## config.mk

```make
export PLATFORM = sky130hd
export DESIGN_NAME = dfs_front
export DESIGN_NICKNAME = d
export VERILOG_FILES = /design/src/design/dfs_pkg.sv /design/src/design/dfs_front.sv
export SDC_FILE = /design/constraint.sdc
export NUM_CORES = 1
export LEC_CHECK = 0
export CORE_MARGIN = 5
export CORE_UTILIZATION = 57
export CTS_CLUSTER_DIAMETER = 100
export DETAILED_ROUTE_END_ITERATION = 7
export DONT_BUFFER_PORTS = 1
export PLACE_DENSITY = 0.84
export SYNTH_ARGS = -nofsm -noshare
export SYNTH_HDL_FRONTEND = slang
export SYNTH_SLANG_ARGS = --single-unit
```

## constraint.sdc

```tcl
create_clock -name clk -period 3.3 [get_ports clk]
set_input_delay 0.66 -clock clk [delete_from_list [all_inputs] [get_ports clk]]
set_output_delay 0.66 -clock clk [all_outputs]
set_load 0.05 [all_outputs]
```

## src/design/dfs_pkg.sv

```systemverilog
// Shared types and constants of the depth-first path finder.
package dfs_pkg;

  localparam int VERTEX_W         = 6;
  localparam int CMD_W            = 2;
  localparam int VCOUNT_W         = 7;
  localparam int MAX_VERTICES_DEF = 64;
  localparam int QUEUE_DEPTH      = 2;
  localparam int PADDR_W          = 3;
  localparam int PDATA_W          = 32;
  localparam int REG_IDX_W        = PADDR_W - 2;

  localparam logic [CMD_W-1:0] CMD_CLEAR  = 2'd0;
  localparam logic [CMD_W-1:0] CMD_EDGE   = 2'd1;
  localparam logic [CMD_W-1:0] CMD_SEARCH = 2'd2;
  localparam logic [CMD_W-1:0] CMD_SPARE  = 2'd3;

  localparam logic [REG_IDX_W-1:0] REG_VERTEX_COUNT = 1'b0;

  localparam logic [VCOUNT_W-1:0] VCOUNT_RESET = 7'd64;

  typedef struct packed {
    logic [CMD_W-1:0]    cmd;
    logic [VERTEX_W-1:0] from_vertex;
    logic [VERTEX_W-1:0] to_vertex;
  } in_item_t;

  typedef struct packed {
    logic [VERTEX_W-1:0] path_vertex;
    logic                found;
    logic                last;
  } out_item_t;

endpackage

```

## src/design/dfs_front.sv

```systemverilog
// Front end: accepts items, drops those with no effect, queues the rest.
module dfs_front import dfs_pkg::*; #(
  parameter int MAX_VERTICES = MAX_VERTICES_DEF
) (
  input  logic     clk,
  input  logic     rst_n,
  input  logic     in_valid,
  output logic     in_ready,
  input  in_item_t in_data,
  output logic     q_valid,
  input  logic     q_ready,
  output in_item_t q_item
);

  localparam int QAW = (QUEUE_DEPTH > 1) ? $clog2(QUEUE_DEPTH) : 1;
  localparam int QCW = QAW + 1;
  localparam logic [VCOUNT_W-1:0] MAXV = VCOUNT_W'(MAX_VERTICES);

  in_item_t         entries_r [QUEUE_DEPTH];
  logic [QAW-1:0]   wptr_r, wptr_nxt;
  logic [QAW-1:0]   rptr_r, rptr_nxt;
  logic [QCW-1:0]   cnt_r, cnt_nxt;
  logic             keep;
  logic             push;
  logic             pop;
  logic             edge_ok;

  assign edge_ok = ({1'b0, in_data.from_vertex} < MAXV) &&
                   ({1'b0, in_data.to_vertex} < MAXV);

  always_comb begin
    case (in_data.cmd)
      CMD_CLEAR:  keep = 1'b1;
      CMD_SEARCH: keep = 1'b1;
      CMD_EDGE:   keep = edge_ok;
      default:    keep = 1'b0;
    endcase
  end

  assign in_ready = (cnt_r != QCW'(QUEUE_DEPTH));
  assign q_valid  = (cnt_r != '0);
  assign q_item   = entries_r[rptr_r];
  assign push     = in_valid && in_ready && keep;
  assign pop      = q_valid && q_ready;

  always_comb begin
    wptr_nxt = push ? wptr_r + QAW'(1) : wptr_r;
    rptr_nxt = pop ? rptr_r + QAW'(1) : rptr_r;
    cnt_nxt  = cnt_r + QCW'(push) - QCW'(pop);
  end

  always_ff @(posedge clk) begin
    if (!rst_n) begin
      wptr_r <= '0;
      rptr_r <= '0;
      cnt_r  <= '0;
    end else begin
      wptr_r <= wptr_nxt;
      rptr_r <= rptr_nxt;
      cnt_r  <= cnt_nxt;
    end
  end

  always_ff @(posedge clk) begin
    if (push) begin
      entries_r[wptr_r] <= in_data;
    end
  end

endmodule

```

## After elaboration in Yosys (flattened, before gate mapping)

Memories as Yosys holds them, arrays and structs flattened. A register that Yosys moved wholly into a read port is not among the register bits.
Index checks and enable logic that the tools add are counted.

| operators by class | value |
|---|---|
| $add $sub $neg | 4 |
| equal/unequal tests | 3 |
| muxes and demuxes | 5 |
| reductions and logical operators | 6 |

Operators with widths:

| cell | count |
|---|---|
| $mux W1 | 5 |
| $logic_and A1 B1 Y1 | 3 |
| $reduce_or A3 Y1 | 1 |
| $add A1 B1 Y1 const B | 2 |
| $add A2 B1 Y2 | 1 |
| $eq A2 B1 Y1 const B | 1 |
| $eq A2 B2 Y1 const B | 1 |
| $logic_not A2 Y1 | 1 |
| $ne A2 B2 Y1 const B | 1 |
| $reduce_bool A2 Y1 | 1 |
| $sub A2 B1 Y2 | 1 |

| word-level totals | value |
|---|---|
| flip-flop bits (word level) | 4 |
| RAM bits | 28 |
| input port bits | 18 |
| word-level logic and storage cells | 22 |
| memories kept | 1 |

Memories:

| name | words | width | read ports | clocked after Yosys merged registers in | wr ports | line | source |
|---|---|---|---|---|---|---|---|
| entries_r | 2 | 14 | 1 | 1 | 1 | dfs_front.sv:19 | `in_item_t entries_r [QUEUE_DEPTH];` |

## Logic depth before layout (Yosys ltp)

| depth | value |
|---|---|
| word-level depth | 6 |
| gate-level depth with buffers | 8 |
| gate-level depth less buffers | 8 |

## Least setup slack after synthesis

Ideal clock, no wire load.

| timing path | value |
|---|---|
| kind | input to register |
| from | input port in_data[13] in the netlist's numbering |
| to | memory entries_r[1][0] in the netlist's numbering (enable) |
| setup time | 0.384 ns |
| data arrival time | 1.503 ns |
| data required time | 2.916 ns |
| slack | 1.412 ns |
| stages on the path | 3 |
| path buffers | 0 |
| cells stage by stage | nand2_1 nand3_1 nor2_1 |

| on the way | value |
|---|---|
| word-level cells in the longest chain between the ends | 6 |
| elaborated cells on any way between the ends | 8 |
| classes of those cells | eq/ne (2); mux (3); reduce/logical (3) |

Ends and longest elaborated chain:

| what | line | source |
|---|---|---|
| start: declaration | dfs_front.sv:9 | `input in_item_t in_data,` |
| $eq A2 B1 Y1, or another cell as far along | dfs_front.sv:32 | `case (in_data.cmd)` |
| $reduce_or A3 Y1 (no line) * | - |  |
| $mux W1 * | dfs_front.sv:32 |  |
| $logic_and A1 B1 Y1 * | dfs_front.sv:43 | `assign push = in_valid && in_ready && keep;` |
| $mux W1 * | dfs_front.sv:65 | `if (push) begin` |
| $mux W1 (implied by the code) * | dfs_front.sv:66 | `entries_r[wptr_r] <= in_data;` |
| end: declaration | dfs_front.sv:19 |  |

Every way passes the cells marked *; elsewhere a longest branch is shown, timed or not.

==> key figures <==
Yosys
  • Mapped Nets: 89
  • Syn Area/Cell: 18.1 um2
  • Synth Cell Area: 1250 um2
  • Synthesis-stage register bit count: 33
  • Post-synth cell types: 16
  • Post-synthesis sequential area ratio: 0.752
  • Syn Inst Count: 69
  • Synth Warn #: 0

Run
  • Maxcap violations: 0

Floorplanning
  • DIE WIDTH: 56.9 um
  • Initial Util: 0.582
  • DIE HEIGHT: 56.9 um
  • Core area: 2150 um2
  • Row count: 17
  • Die area: 3230 um2
  • Ports: 34

Detailed routing
  • DRT Wirelength: 1940 um
  • 1st-iter DRT viols: 7
  • Remaining antenna violation count: 0
  • Avg WL per Cell: 18.3 um
  • DRC viols: 0
  • Detailed Routing Iterations Pass 1: 2
  • Vias: 578
  • Drt via density: 5.45

Critical path
  • CP peak stage delay: 710 ps
  • R2R setup slack: 1350 ps
  • Top delay family on crit path: flip-flops
  • Worst r2r src: cnt_r[0]
  • CP Cell Sequence: mux2_2
  • Worst-path maximum fanout: 14
  • Worst Setup Start Kind: flop
  • Reg2reg end: cnt_r[1]
  • R2R depth: 8
  • CP Capture Type: primary output
  • CP required: 2640 ps
  • Critical-path top delay cell: dfxtp_1
  • WP buf/inv: 0
  • Critical path depth: 1
  • Setup CP Type: flop to primary output
  • Worst Path Arrival: 1560 ps

Power and ir drop
  • NetSw: 0.434 mW
  • Leak: 0.457 nW
  • Max IR drop VDD: 0.000549 V
  • Seq pwr share: 0.487
  • Logic pwr share: 0.338
  • Share of total power in the clock network: 0.175
  • Switching share of power: 0.383
  • P_int: 0.700 mW
  • PD cells: 847 nW/um2
  • Design Power: 1.13 mW

Cells and area
  • Register area: 941 um2
  • Number of fillers in the final layout: 175
  • Post-layout nets: 97
  • Design area: 1340 um2
  • Footprint of the multi-input gates: 292 um2
  • N_diodes: 0
  • Area Overhead vs Synth: 7.00%
  • Layout cells sized above 1: 0.308

Place
  • # port buffers: 0
  • GPL Wtd Cong: 0.683
  • Placed inst area: 1290 um2
  • HPWL after DPL: 1370 um

Timing
  • Endpoints failing setup: 0
  • Tmin final: 2220 ps
  • Unrepaired setup endpoints after global routing: no
  • Period utilisation layout: 0.674
  • Setup TNS: 0 ps
  • Pins Over Slew Limit: 0
  • Final hold vios: 0
  • Clock Skew: 5.42 ps
  • Fmax: 0.450 GHz
  • Worst-margin pin slew: 599 ps
  • Rel. slew slack: 0.600

Clock tree
  • Clk slew on worst S/H paths: 90 ps
  • Postcts setup bufs: 0
  • TritonCTS clock tree: done
  • Num Clock Sinks: 33
  • Max clock buf depth: 2
  • Hold-fix buffers at CTS: 0
  • H-tree depth: 2
  • Root Driver: clkbuf_4
  • Worst-Skew Late Latency: 320 ps
  • Cts repair resizes: 0
  • Num CTS Buffers: 5

Global route
  • Largest net degree at the start of global routing: 15
  • First-pass GRT wire length: 3300 um
  • Vias in the first global route: 642
  • GR Overflow Total: 0
  • Antenna violations before repair: 0
  • GRT Total Usage: 0.143

Min path
  • Hold path depth: 0
  • HP Start: in_data[7]
  • Hold WC Path Type: input port to flop
  • Worst Hold End: entries_r[1][7]

Status
  • Outcome: finished, final reports clean
-- cells in the final DEF, fill, tap and decap left out --
master	instances
nand2_1	3
nor2b_1	2
mux2_2	14
mux2i_1	1
buf_4	2
nand3_1	1
nand2b_2	1
or2_2	1
o21a_2	1
clkbuf_1	3
nor2_1	2
xnor2_1	3
inv_1	2
and2_1	2
dfxtp_1	5
clkbuf_4	5
edfxtp_1	28
ha_1	2
-- synth_stat cells --
master,number,share of area
nand2_1,3,0.0090
o21a_2,1,0.0070
nand2b_2,1,0.0070
xnor2_1,3,0.021
inv_1,2,0.0060
nor2_1,2,0.0060
buf_6,1,0.0090
dfxtp_1,5,0.080
edfxtp_1,28,0.67
and2_1,2,0.010
nor2b_1,2,0.010
ha_1,2,0.020
nand3_1,1,0.0040
mux2_2,14,0.13
or2_2,1,0.0050
mux2i_1,1,0.0080
-- how the worst max path moves through the flow --
stage,from,to,slack [ps]
floorplan,in_data[13],entries_r[1][0],1410
global placement,flop,q_item[13],1410
detailed placement,cnt_r[0],cnt_r[1],1350
CTS,flop,q_item[13],1030
global route,flop,q_item[6],990
finish,flop,q_item[10],1080
-- flip-flops by register name, indices dropped and copies added, names as in the netlist, named ones only --
signal,flops
entries_r,28
cnt_r,2
rptr_r,1
wptr_r,1
-- power groups by stage --
stage,Sequential [mW],Clock [mW],Combinational (mW)
after detailed placement,0.563,0,0.387
after global routing,0.560,0.228,0.409
after CTS,0.554,0.209,0.388
final,0.552,0.199,0.383
after floorplan,0.542,0,0.373
after global placement,0.559,0,0.379
-- area by class of cell --
cell class,instances,area share
multi-input combinational,33,0.218
tap,28,0.0262
inverter,2,0.00561
clock buffer,8,0.0364
sequential,33,0.703
timing repair buffer,2,0.0112
-- metrics by stage --
stage | hold WS [ps] | worst slack, ps | std cells | util
final | 430 | 1080 | 106 | 0.623
after floorplan | 451 | 1410 | 69 | -
after detailed placement | 476 | 1350 | 98 | 0.600
after global placement | 462 | 1410 | 98 | 0.600
after global routing | 391 | 989 | 106 | 0.623
after CTS | 415 | 1030 | 106 | 0.623
-- routing by layer --
metal / GRT usage / up-vias / wire [um]
met1: 0.134 / 277 / 668
met4: 0.0596 / 0 / 40
met3: 0.103 / 6 / 218
li1: - / 271 / -
met5: 0 / - / 0
met2: 0.236 / 24 / 1010
-- logic make-up (layout without fill, tap and decap cells) --
| group | Yosys count | in the layout | share of synthesized area |
|---|---|---|---|
| flip-flops | 33 | 33 | 0.752 |
| multiplexers | 15 | 15 | 0.134 |
| AND/OR/NAND/NOR | 12 | 12 | 0.0510 |
| XOR/XNOR | 3 | 3 | 0.0210 |
| buffers and inverters | 3 | 12 | 0.0150 |
| adder cells (fa/ha/maj) | 2 | 2 | 0.0200 |
| AO/OA/AOI/OAI | 1 | 1 | 0.00700 |
Power figures use the tool's default switching activity.
