### src/design/dfs_pkg.sv
// Shared types and constants of the depth-first path finder.
package dfs_pkg;

  localparam int VERTEX_W         = 6;
  localparam int CMD_W            = 2;
  localparam int VCOUNT_W         = 7;
  localparam int MAX_VERTICES_DEF = 64;
  localparam int QUEUE_DEPTH      = 2;
  localparam int PADDR_W          = 3;
  localparam int PDATA_W          = 32;
  localparam int REG_IDX_W        = PADDR_W - 2;

  localparam logic [CMD_W-1:0] CMD_CLEAR  = 2'd0;
  localparam logic [CMD_W-1:0] CMD_EDGE   = 2'd1;
  localparam logic [CMD_W-1:0] CMD_SEARCH = 2'd2;
  localparam logic [CMD_W-1:0] CMD_SPARE  = 2'd3;

  localparam logic [REG_IDX_W-1:0] REG_VERTEX_COUNT = 1'b0;

  localparam logic [VCOUNT_W-1:0] VCOUNT_RESET = 7'd64;

  typedef struct packed {
    logic [CMD_W-1:0]    cmd;
    logic [VERTEX_W-1:0] from_vertex;
    logic [VERTEX_W-1:0] to_vertex;
  } in_item_t;

  typedef struct packed {
    logic [VERTEX_W-1:0] path_vertex;
    logic                found;
    logic                last;
  } out_item_t;

endpackage

### src/design/dfs_ram.sv
// Generic single-write, single-read RAM with registered read data.
module dfs_ram #(
  parameter int WIDTH = 8,
  parameter int DEPTH = 64,
  localparam int AW = (DEPTH > 1) ? $clog2(DEPTH) : 1
) (
  input  logic             clk,
  input  logic             we,
  input  logic [AW-1:0]    waddr,
  input  logic [WIDTH-1:0] wdata,
  input  logic             re,
  input  logic [AW-1:0]    raddr,
  output logic [WIDTH-1:0] rdata
);

  logic [WIDTH-1:0] mem [DEPTH];
  logic [WIDTH-1:0] rdata_r;

  always_ff @(posedge clk) begin
    if (we) begin
      mem[waddr] <= wdata;
    end
    if (re) begin
      rdata_r <= mem[raddr];
    end
  end

  assign rdata = rdata_r;

endmodule

### src/design/dfs_engine.sv
// Back end: adjacency matrix, search stack, search sequencer and result register.
module dfs_engine import dfs_pkg::*; #(
  parameter int MAX_VERTICES = MAX_VERTICES_DEF
) (
  input  logic                clk,
  input  logic                rst_n,
  input  logic [VCOUNT_W-1:0] vertex_count,
  input  logic                q_valid,
  output logic                q_ready,
  input  in_item_t            q_item,
  output logic                out_valid,
  input  logic                out_ready,
  output out_item_t           out_data
);

  localparam int VW = (MAX_VERTICES > 1) ? $clog2(MAX_VERTICES) : 1;
  localparam int DW = VW + 1;
  localparam logic [VCOUNT_W-1:0] MAXV = VCOUNT_W'(MAX_VERTICES);
  localparam logic [MAX_VERTICES-1:0] ONE_V = MAX_VERTICES'(1);

  localparam logic [2:0] ST_IDLE    = 3'd0;
  localparam logic [2:0] ST_EDGE_WR = 3'd1;
  localparam logic [2:0] ST_EVAL    = 3'd2;
  localparam logic [2:0] ST_POP     = 3'd3;
  localparam logic [2:0] ST_EMIT_RD = 3'd4;
  localparam logic [2:0] ST_EMIT_WR = 3'd5;
  localparam logic [2:0] ST_MISS    = 3'd6;

  logic [2:0]              state_r, state_nxt;
  logic [VW-1:0]           a_r, a_nxt;
  logic [VW-1:0]           b_r, b_nxt;
  logic [DW-1:0]           depth_r, depth_nxt;
  logic [VW-1:0]           k_r, k_nxt;
  logic [MAX_VERTICES-1:0] visited_r, visited_nxt;
  logic [MAX_VERTICES-1:0] mask_r, mask_nxt;
  logic [MAX_VERTICES-1:0] row_vld_r, row_vld_nxt;
  logic                    vldq_r, vldq_nxt;
  logic                    out_valid_r, out_valid_nxt;
  out_item_t               out_data_r, out_data_nxt;

  logic                    adj_we, adj_re;
  logic [VW-1:0]           adj_waddr, adj_raddr;
  logic [MAX_VERTICES-1:0] adj_wdata, adj_rdata;
  logic                    stk_we, stk_re;
  logic [VW-1:0]           stk_waddr, stk_raddr;
  logic [VW-1:0]           stk_wdata, stk_rdata;

  logic [VCOUNT_W-1:0]     live_cnt;
  logic [MAX_VERTICES-1:0] live_mask;
  logic [MAX_VERTICES-1:0] cand;
  logic [VW-1:0]           next_v;
  logic [DW-1:0]           pop_idx;
  logic                    slot_free;
  logic                    emit_last;
  logic                    start_ok;
  logic                    tgt_ok;

  dfs_ram #(.WIDTH(MAX_VERTICES), .DEPTH(MAX_VERTICES)) u_adj_ram (
    .clk   (clk),
    .we    (adj_we),
    .waddr (adj_waddr),
    .wdata (adj_wdata),
    .re    (adj_re),
    .raddr (adj_raddr),
    .rdata (adj_rdata)
  );

  dfs_ram #(.WIDTH(VW), .DEPTH(MAX_VERTICES)) u_stack_ram (
    .clk   (clk),
    .we    (stk_we),
    .waddr (stk_waddr),
    .wdata (stk_wdata),
    .re    (stk_re),
    .raddr (stk_raddr),
    .rdata (stk_rdata)
  );

  assign live_cnt = (vertex_count > MAXV) ? MAXV : vertex_count;

  always_comb begin
    for (int i = 0; i < MAX_VERTICES; i++) begin
      live_mask[i] = (VCOUNT_W'(i) < live_cnt);
    end
  end

  assign start_ok = ({1'b0, q_item.from_vertex} < live_cnt);
  assign tgt_ok   = ({1'b0, q_item.to_vertex} < live_cnt);

  assign cand = (vldq_r ? adj_rdata : '0) & ~visited_r & mask_r;

  always_comb begin
    next_v = '0;
    for (int i = MAX_VERTICES - 1; i >= 0; i--) begin
      if (cand[i]) begin
        next_v = VW'(i);
      end
    end
  end

  assign pop_idx   = depth_r - DW'(2);
  assign slot_free = !out_valid_r || out_ready;
  assign emit_last = ((DW'(k_r) + DW'(1)) == depth_r);

  always_comb begin
    state_nxt     = state_r;
    a_nxt         = a_r;
    b_nxt         = b_r;
    depth_nxt     = depth_r;
    k_nxt         = k_r;
    visited_nxt   = visited_r;
    mask_nxt      = mask_r;
    row_vld_nxt   = row_vld_r;
    out_valid_nxt = out_valid_r;
    out_data_nxt  = out_data_r;
    q_ready       = 1'b0;
    adj_we        = 1'b0;
    adj_waddr     = a_r;
    adj_wdata     = (vldq_r ? adj_rdata : '0) | (ONE_V << b_r);
    adj_re        = 1'b0;
    adj_raddr     = a_r;
    stk_we        = 1'b0;
    stk_waddr     = '0;
    stk_wdata     = a_r;
    stk_re        = 1'b0;
    stk_raddr     = k_r;

    if (out_valid_r && out_ready) begin
      out_valid_nxt = 1'b0;
    end

    case (state_r)
      ST_IDLE: begin
        q_ready = 1'b1;
        if (q_valid) begin
          a_nxt = q_item.from_vertex[VW-1:0];
          b_nxt = q_item.to_vertex[VW-1:0];
          case (q_item.cmd)
            CMD_CLEAR: begin
              row_vld_nxt = '0;
            end
            CMD_EDGE: begin
              adj_re    = 1'b1;
              adj_raddr = q_item.from_vertex[VW-1:0];
              state_nxt = ST_EDGE_WR;
            end
            CMD_SEARCH: begin
              mask_nxt = live_mask;
              if (!start_ok || !tgt_ok) begin
                state_nxt = ST_MISS;
              end else begin
                stk_we      = 1'b1;
                stk_waddr   = '0;
                stk_wdata   = q_item.from_vertex[VW-1:0];
                depth_nxt   = DW'(1);
                k_nxt       = '0;
                visited_nxt = ONE_V << q_item.from_vertex[VW-1:0];
                if (q_item.from_vertex == q_item.to_vertex) begin
                  state_nxt = ST_EMIT_RD;
                end else begin
                  adj_re    = 1'b1;
                  adj_raddr = q_item.from_vertex[VW-1:0];
                  state_nxt = ST_EVAL;
                end
              end
            end
            default: begin
            end
          endcase
        end
      end
      ST_EDGE_WR: begin
        adj_we           = 1'b1;
        row_vld_nxt[a_r] = 1'b1;
        state_nxt        = ST_IDLE;
      end
      ST_EVAL: begin
        if (cand != '0) begin
          stk_we      = 1'b1;
          stk_waddr   = depth_r[VW-1:0];
          stk_wdata   = next_v;
          depth_nxt   = depth_r + DW'(1);
          visited_nxt = visited_r | (ONE_V << next_v);
          if (next_v == b_r) begin
            k_nxt     = '0;
            state_nxt = ST_EMIT_RD;
          end else begin
            adj_re    = 1'b1;
            adj_raddr = next_v;
          end
        end else if (depth_r == DW'(1)) begin
          state_nxt = ST_MISS;
        end else begin
          stk_re    = 1'b1;
          stk_raddr = pop_idx[VW-1:0];
          depth_nxt = depth_r - DW'(1);
          state_nxt = ST_POP;
        end
      end
      ST_POP: begin
        adj_re    = 1'b1;
        adj_raddr = stk_rdata;
        state_nxt = ST_EVAL;
      end
      ST_EMIT_RD: begin
        stk_re    = 1'b1;
        stk_raddr = k_r;
        state_nxt = ST_EMIT_WR;
      end
      ST_EMIT_WR: begin
        if (slot_free) begin
          out_valid_nxt            = 1'b1;
          out_data_nxt.path_vertex = VERTEX_W'(stk_rdata);
          out_data_nxt.found       = 1'b1;
          out_data_nxt.last        = emit_last;
          if (emit_last) begin
            state_nxt = ST_IDLE;
          end else begin
            k_nxt     = k_r + VW'(1);
            state_nxt = ST_EMIT_RD;
          end
        end
      end
      ST_MISS: begin
        if (slot_free) begin
          out_valid_nxt            = 1'b1;
          out_data_nxt.path_vertex = '0;
          out_data_nxt.found       = 1'b0;
          out_data_nxt.last        = 1'b1;
          state_nxt                = ST_IDLE;
        end
      end
      default: begin
        state_nxt = ST_IDLE;
      end
    endcase
  end

  assign vldq_nxt = adj_re ? row_vld_r[adj_raddr] : vldq_r;

  always_ff @(posedge clk) begin
    if (!rst_n) begin
      state_r     <= ST_IDLE;
      row_vld_r   <= '0;
      out_valid_r <= 1'b0;
    end else begin
      state_r     <= state_nxt;
      row_vld_r   <= row_vld_nxt;
      out_valid_r <= out_valid_nxt;
    end
  end

  always_ff @(posedge clk) begin
    a_r        <= a_nxt;
    b_r        <= b_nxt;
    depth_r    <= depth_nxt;
    k_r        <= k_nxt;
    visited_r  <= visited_nxt;
    mask_r     <= mask_nxt;
    vldq_r     <= vldq_nxt;
    out_data_r <= out_data_nxt;
  end

  assign out_valid = out_valid_r;
  assign out_data  = out_data_r;

endmodule

### config.mk
export PLATFORM = sky130hd
export DESIGN_NAME = dfs_engine
export DESIGN_NICKNAME = d
export VERILOG_FILES = /design/src/design/dfs_pkg.sv /design/src/design/dfs_ram.sv /design/src/design/dfs_engine.sv
export SDC_FILE = /design/constraint.sdc
export NUM_CORES = 2
export LEC_CHECK = 0
export BUFFER_PORTS_ARGS = -buffer_cell sky130_fd_sc_hd__buf_2
export CAP_MARGIN = 25
export CORE_MARGIN = 2
export CORE_UTILIZATION = 40
export CTS_CLUSTER_DIAMETER = 60
export DETAILED_ROUTE_END_ITERATION = 10
export PLACE_DENSITY = 0.56
export SYNTH_ARGS = -nofsm -noshare
export SYNTH_HDL_FRONTEND = slang
export SYNTH_HIERARCHICAL = 1
export SYNTH_MEMORY_MAX_BITS = 65536
export SYNTH_SLANG_ARGS = --single-unit
### constraint.sdc
create_clock -name clk -period 10.2 [get_ports clk]
set_input_delay 1.02 -clock clk [delete_from_list [all_inputs] [get_ports clk]]
set_output_delay 1.02 -clock clk [all_outputs]
set_load 0.03 [all_outputs]
# ---- Word-level counts from Yosys, hierarchy flattened
# Memory sizes are Yosys's and may differ from the RTL's. A register that Yosys moved wholly into a read port is not among the register bits.
# Index checks and enable logic that the tools add are counted.
dict set report totals {
  n_memories 2
  elab_cells 293
  mem_bits_rw 4480
  input_bits 25
  out_inout_bits 10
  regBits 230
}
dict set report op_classes {
  addsub 5
  n_reduce_logical 23
  n_shift 3
  n_mux 147
  magnitude_cmp 70
  n_bitwise 6
  n_eq_ne 24
}
# name depth word_bits rd rd_clocked_by_memory_dff wr line
set mem_list {}
lappend mem_list {u_adj_ram.mem 64 64 1 1 1 dfs_ram.sv:16} ;# logic [WIDTH-1:0] mem [DEPTH];
lappend mem_list {u_stack_ram.mem 64 6 1 1 1 dfs_ram.sv:16}
# op count
set ops {}
lappend ops {{2-to-1 mux 6 bit} 85}
lappend ops {{2-to-1 mux 64 bit} 7}
lappend ops {{one-hot mux 64 bit (2 select lines)} 2}
lappend ops {{less-than comparator 6 x 7 -> 1 bit (first input constant)} 32}
lappend ops {{OR 64 bit} 3}
lappend ops {{left shift 1 x 6 -> 64 bit (first input constant)} 3}
lappend ops {{bitwise AND 64 bit} 2}
lappend ops {{less-than comparator 5 x 7 -> 1 bit (first input constant)} 16}
lappend ops {{inverter 64 bit} 1}
lappend ops {{nonzero test 64 bit} 1}
lappend ops {{less-than comparator 4 x 7 -> 1 bit (first input constant)} 8}
lappend ops {{2-to-1 mux 7 bit} 6}
lappend ops {{one-hot mux 6 bit (3 select lines)} 2}
lappend ops {{less-than comparator 3 x 7 -> 1 bit (first input constant)} 4}
lappend ops {{2-to-1 mux 3 bit} 9}
lappend ops {{one-hot mux 6 bit (2 select lines)} 2}
lappend ops {{2-to-1 mux 1 bit} 22}
lappend ops {{one-hot mux 3 bit (6 select lines)} 1}
lappend ops {{2-to-1 mux 8 bit} 2}
lappend ops {{one-hot mux 8 bit (2 select lines)} 1}
lappend ops {{AND reduction 5 bit} 3}
lappend ops {{less-than comparator 1 x 7 -> 1 bit (first input constant)} 2}
lappend ops {{less-than comparator 2 x 7 -> 1 bit (first input constant)} 2}
lappend ops {{less-than comparator 6 x 7 -> 1 bit} 2}
lappend ops {{other kinds (37)} 60}

# ---- Logic depth before layout (Yosys ltp)
dict set report logic_depth {
  ltp_word 73
  mapped_depth 26
  depth_no_buf 19
}

# ---- Cells and area by module
# The synthesis kept the hierarchy.
# mod cells_each area_each_um2 seq_area_each_um2 n_inst
set by_module_without_submodules {}
lappend by_module_without_submodules {{dfs_ram (u_adj_ram)} 6812 157528.6 124919.8 1}
lappend by_module_without_submodules {{dfs_ram (u_stack_ram)} 720 15285.9 11711.2 1}
lappend by_module_without_submodules {dfs_engine 1633 14360.0 6226.0 1}

# ---- Worst setup path after synthesis
# OpenSTA, ideal clock, no wires.
dict set report synth_timing {
  path_type {input -> register}
  startpoint {input port vertex_count[1]}
  endpoint {register u_adj_ram.rdata_r[0] (netlist: u_adj_ram/rdata[0]), read port of u_adj_ram.mem (enable)}
  path_slack_ns 3.214
  cell_stages 10
  setup_time_ns 0.509
  arrival_time_ns 6.477
  n_path_buf 1
  required_time_ns 9.691
  cell_sequence {clkbuf_1 > nor2b_1 > inv_1 > ha_1 > or4b_2 > a21oi_1 > o22ai_1 > o41ai_1 > a21oi_1 > a21oi_1}
}
dict set report synth_between {
  elab_chain_len 9
  elab_cells_between_ends 15
  classes_between {order compare: 3; mux: 9; reduce/logical: 3}
}
# item line
set synth_rtl {}
lappend synth_rtl {{start, declared} dfs_engine.sv:7} ;# input logic [VCOUNT_W-1:0] vertex_count,
lappend synth_rtl {{> comparator 7 bit} dfs_engine.sv:78} ;# assign live_cnt = (vertex_count > MAXV) ? MAXV : vertex_count;
lappend synth_rtl {{2-to-1 mux 7 bit (*)} dfs_engine.sv:78}
lappend synth_rtl {{less-than comparator 6 x 7 -> 1 bit, on equally long branches} {dfs_engine.sv:86, dfs_engine.sv:87}}
lappend synth_rtl {{logical NOT 1 bit} dfs_engine.sv:148} ;# if (!start_ok || !tgt_ok) begin
lappend synth_rtl {{logical OR 1 bit (*)} dfs_engine.sv:148}
lappend synth_rtl {{2-to-1 mux 1 bit (*)} dfs_engine.sv:148}
lappend synth_rtl {{one-hot mux 1 bit (2 select lines) (*)} dfs_engine.sv:137} ;# case (q_item.cmd)
lappend synth_rtl {{2-to-1 mux 1 bit (*)} dfs_engine.sv:134} ;# if (q_valid) begin
lappend synth_rtl {{one-hot mux 1 bit (3 select lines) (*)} dfs_engine.sv:131} ;# case (state_r)
lappend synth_rtl {{named net adj_re} dfs_engine.sv:41} ;# logic adj_we, adj_re;
lappend synth_rtl {{end, declared} dfs_ram.sv:17} ;# logic [WIDTH-1:0] rdata_r;
# Mark *: on every way through the listed nets, which the timed path passes. The rest lies on a longest branch.
# A chain may end at the register's enable or synchronous reset.

# ---- Worst setup path in the final report
dict set report layout_timing {
  startpoint {register vldq_r}
  endpoint {register u_adj_ram.rdata_r[19] (netlist: u_adj_ram/rdata[19]), read port of u_adj_ram.mem, data pin}
}
dict set report layout_between {
  elab_chain_len 71
  elab_cells_between_ends 75
  classes_between {eq/ne: 1; mux: 71; bitwise: 2; reduce/logical: 1}
}
# item line
set layout_rtl {}
lappend layout_rtl {{start, declared} dfs_engine.sv:37} ;# logic vldq_r, vldq_nxt;
lappend layout_rtl {{start signal, assigned} dfs_engine.sv:259} ;# vldq_r <= vldq_nxt;
lappend layout_rtl {{2-to-1 mux 64 bit (*)} dfs_engine.sv:89} ;# assign cand = (vldq_r ? adj_rdata : '0) & ~visited_r & mask_r;
lappend layout_rtl {{bitwise AND 64 bit (*) (2 in series)} dfs_engine.sv:89}
lappend layout_rtl {{2-to-1 mux 6 bit (64 in series)} dfs_engine.sv:94} ;# if (cand[i]) begin
lappend layout_rtl {{equality test 6 bit} dfs_engine.sv:183} ;# if (next_v == b_r) begin
lappend layout_rtl {{2-to-1 mux 6 bit or 2-to-1 mux 1 bit (tied branches)} dfs_engine.sv:183}
lappend layout_rtl {{2-to-1 mux 6 bit or 2-to-1 mux 1 bit (tied branches)} dfs_engine.sv:177} ;# if (cand != '0) begin
lappend layout_rtl {{one-hot mux 6 bit (3 select lines) or one-hot mux 1 bit (3 select lines) (tied branches)} dfs_engine.sv:131}
# Every way passes the cells marked *; elsewhere a longest branch is shown, timed or not.

==> results.json <==
{
  "peak_supply_drop_v": 0.000298,
  "wl_per_cell_um": 35.5,
  "worstSetupPathDepth": 19,
  "yosys.cell_types.count": 89,
  "final_min_period_over_clock_period_pct": 79.8,
  "critical_path_arrival_ps": 8900,
  "regToRegStartpoint": "vldq_r$_DFFE_PP_",
  "hold_path_startpoint": "q_item[0]",
  "final_net_count": 9579,
  "p_clk_share_pct": 32.5,
  "timing_worst_slew_pin_value_ps": 1210,
  "tritoncts_num_sinks": 4780,
  "rsz0062_at_grt": "no",
  "synth_enable_flop_cells": 4712,
  "slew_violations": 0,
  "setup-violations-final": 0,
  "clock_latency_ps": 1040,
  "cell_area_after_synthesis_um2": 187000,
  "cts_max_level": 5,
  "grt_pass1_wl_um": 793000,
  "die_h_um": 688,
  "cts-buffers-inserted": 478,
  "min_path_type": "in -> reg",
  "crit_chain": "buf_12 -> and4b_1 -> nand4b_1 -> a31oi_1 -> o41ai_1 -> a311oi_4 -> a211o_1 -> nor4_4 -> a21oi_1 -> a211o_1 -> buf_4 -> inv_8 -> buf_12 -> buf_12 -> mux4_2 -> a22oi_1 -> nand3_1 -> o21ai_1 -> nor2_1",
  "post-layout-total-power_mw": 53.1,
  "final_cell_mix": "edfxtp_1, mux4_2, clkbuf_16, nand2_1, buf_4",
  "dieWidth_um": 688,
  "critical_path.top_delay_family": "compound AO/OA/AOI/OAI gates",
  "ys.warnings.count": 6,
  "worstSetupStartpointType": "flip-flop",
  "synth.ff_latch_count": 4780,
  "place_hpwl_um": 318000,
  "final_period_minus_worst_setup_slack_ps": 8140,
  "power.share.sequential_pct": 43.2,
  "grt_pass1_vias": 98800,
  "powerDensity_nw_per_um2": 249,
  "dieArea_um2": 473000,
  "use_met2_pct": 38.2,
  "standard_cell_with_the_maximum_stage_delay_on_the_critical_path": "o41ai_1",
  "reg2regPathDepth": 19,
  "drt-vias-per-instance": 6.18,
  "worst_path_largest_cell_delay_ps": 1040,
  "clk_transition_reported_paths_ps": 60,
  "maxCapViolations": 0,
  "max_clock_freq_mhz": 123,
  "grt_overflow_total": 0,
  "syn_to_final_growth_pct": 13.7,
  "drt_wl_total_um": 573000,
  "critical_path_buf_inv_count": 5,
  "register_area_share_after_synthesis_pct": 76.3,
  "drt-pass1-iter-count": 6,
  "layout-drive-gt1-share_pct": 24.4,
  "place.gp.congestion": 0.882,
  "worstSetupStartpoint": "vldq_r$_DFFE_PP_",
  "grt_use_met3_pct": 4.96,
  "crit-reg2reg-capture": "u_adj_ram/rdata[19]$_DFFE_PP_",
  "route.vias.total": 99700,
  "post_cts_setup_buffers": 0,
  "synth_top_flop_cell": "edfxtp_1",
  "row_count": 251,
  "grt_max_degree": 114,
  "drt-initial-drc-count": 14600,
  "worstSetupEndpointType": "flip-flop",
  "cts_tree": "built",
  "post_cts_resized": 0,
  "detail_route.drc_violations": 0,
  "floorplan.initialDensity_pct": 40.1,
  "slew-limit-headroom_pct": 19.3,
  "crit_path_frequent_cell": "buf_12",
  "p_comb_share_pct": 24.3,
  "synthesis.nets": 9211,
  "switching_share_pct": 29.8,
  "buffer_ports.inserted": 34,
  "floorplan.io_pins": 35,
  "layout_commonest_cell": "edfxtp_1",
  "cp-endpoint": "u_adj_ram/rdata[19]$_DFFE_PP_",
  "switchingPower_mw": 15.8,
  "number_of_antenna_violations_at_the_first_check_in_global_routing": 35,
  "netlist_instances": 9165,
  "detail-route-antenna-nets": 0,
  "r2r_setup_slack_ps": 2060,
  "cts.root.buffer_cell": "clkbuf_16",
  "outcome": "completed",
  "total_leakage_power_nw": 65.6,
  "globalRouteMet1Util_pct": 33.0,
  "postLayoutCellArea_um2": 213000,
  "core_region_area_um2": 467000,
  "number_of_placed_cells_counting_well_taps": 15200,
  "holdBufCountCts": 0,
  "critPathMaxFanout": 113,
  "cell_area_after_placement_um2": 197000,
  "criticalPathCategory": "reg -> reg",
  "post_layout_nonfiller_instances": 16100,
  "syn-mean-instance-area_um2": 20.4,
  "ctsLongestPathBuffers": 4,
  "most_used_layer_global_route": "met2",
  "grtUsageTotal_pct": 23.8,
  "timing.clock.skew_ps": 73.4,
  "worst_ep_required_time_ps": 10960,
  "ys_async_sr_fraction_pct": 0,
  "finalHoldViolCount": 0,
  "p_int_mw": 37.2,
  "setup_total_negative_slack_ps": 0
}
[metal layers]
layer / wire, µm / vias to the layer above
li1: - / 39200
met1: 226000 / 54200
met2: 272000 / 5419
met3: 56900 / 918
met4: 18600 / 12
met5: 80 / -
[cell families after synthesis]
family | Yosys count | synth area share, %
flip-flops | 4780 | 76.3
XOR/XNOR | 28 | 0.131
multiplexers | 1297 | 14.4
AND/OR/NAND/NOR | 1504 | 4.04
buffers and inverters | 579 | 1.53
AO/OA/AOI/OAI | 956 | 3.41
adder cells (fa/ha/maj) | 21 | 0.140
[state kept, by name (all words and copies together) (netlist names)]
name,count
row_vld_r,64
depth_r,7
u_stack_ram/rdata,6
b_r,6
mask_r,64
state_r,3
vldq_r,1
k_r,6
u_stack_ram/mem,384
visited_r,64
a_r,6
out_data,8
out_valid,1
u_adj_ram/mem,4096
u_adj_ram/rdata,64
[worst min-delay path by stage]
stage / cells past startpoint / end
floorplan: 2 / row_vld_r[30]$_SDFFE_PN0P_
global placement: 2 / row_vld_r[30]$_SDFFE_PN0P_
detailed placement: 2 / row_vld_r[30]$_SDFFE_PN0P_
CTS: 1 / b_r[0]$_DFFE_PP_
global route: 1 / b_r[0]$_DFFE_PP_
finish: 1 / b_r[0]$_DFFE_PP_
[cells in the mapped netlist (all sizes together) (13+ instances only)]
cell        n  area [µm²]
edfxtp   4712      141000
mux4     1117       25200
nand2     409        1540
nor2      352        1320
buf       278        1740
clkbuf    261         980
nand3     223        1120
o21ai     186         931
mux2i     169        1690
a22oi     150        1130
a21oi     146         731
o22ai     127         795
nand4     105         657
dfxtp      68        1360
or3        62         388
a31oi      60         375
o21a       54         405
o221ai     54         473
nand4b     49         463
nor2b      44         275
nor3       42         210
and3       40         250
inv        40         153
nand2b     39         244
a211oi     34         255
and4b      34         340
or2        26         163
nor4       25         190
ha         21         263
o2111ai    20         181
a2111oi    19         166
a21boi     19         143
and2       16         103
xnor2      16         140
nand3b     15         113
a21o       13        97.6
[metrics by stage]
stage,setup WS (ps),hold slack (ps),util [%]
finish,2060,259,45.6
global route,1880,224,45.6
CTS,2280,184,45.6
detailed placement,1780,447,42.3
global placement,1810,444,42.2
floorplan,3210,427,-
[worst register-to-register path, delay by kind of cell (launching register included)]
| kind | cells | cell delay [ps] |
|---|---|---|
| buffers and inverters | 5 | 2170 |
| AO/OA/AOI/OAI | 8 | 3700 |
| flip-flops | 1 | 370 |
| AND/OR/NAND/NOR | 5 | 1290 |
| multiplexers | 1 | 360 |
[power by group through the flow]
| stage | clock network (mW) | registers [mW] | logic, mW |
|---|---|---|---|
| after floorplan | 0 | 23.2 | 8.45 |
| after global placement | 0 | 23.3 | 12.7 |
| after detailed placement | 0 | 23.3 | 12.9 |
| after CTS | 17.5 | 22.9 | 12.9 |
| after global routing | 18.2 | 22.9 | 13.6 |
| final | 17.3 | 22.9 | 12.9 |
[layout make-up]
type	count	area, µm²
Multi-Input combinational cell	3806	42900
Timing Repair Buffer	427	3910
Fill cell	39000	254000
Antenna cell	15	37.5
Inverter	40	189
Clock buffer	571	12500
Sequential cell	4780	143000
Tap cell	6198	7750
Clock inverter	306	2770
No activity file was read; power rests on OpenSTA's default activity.
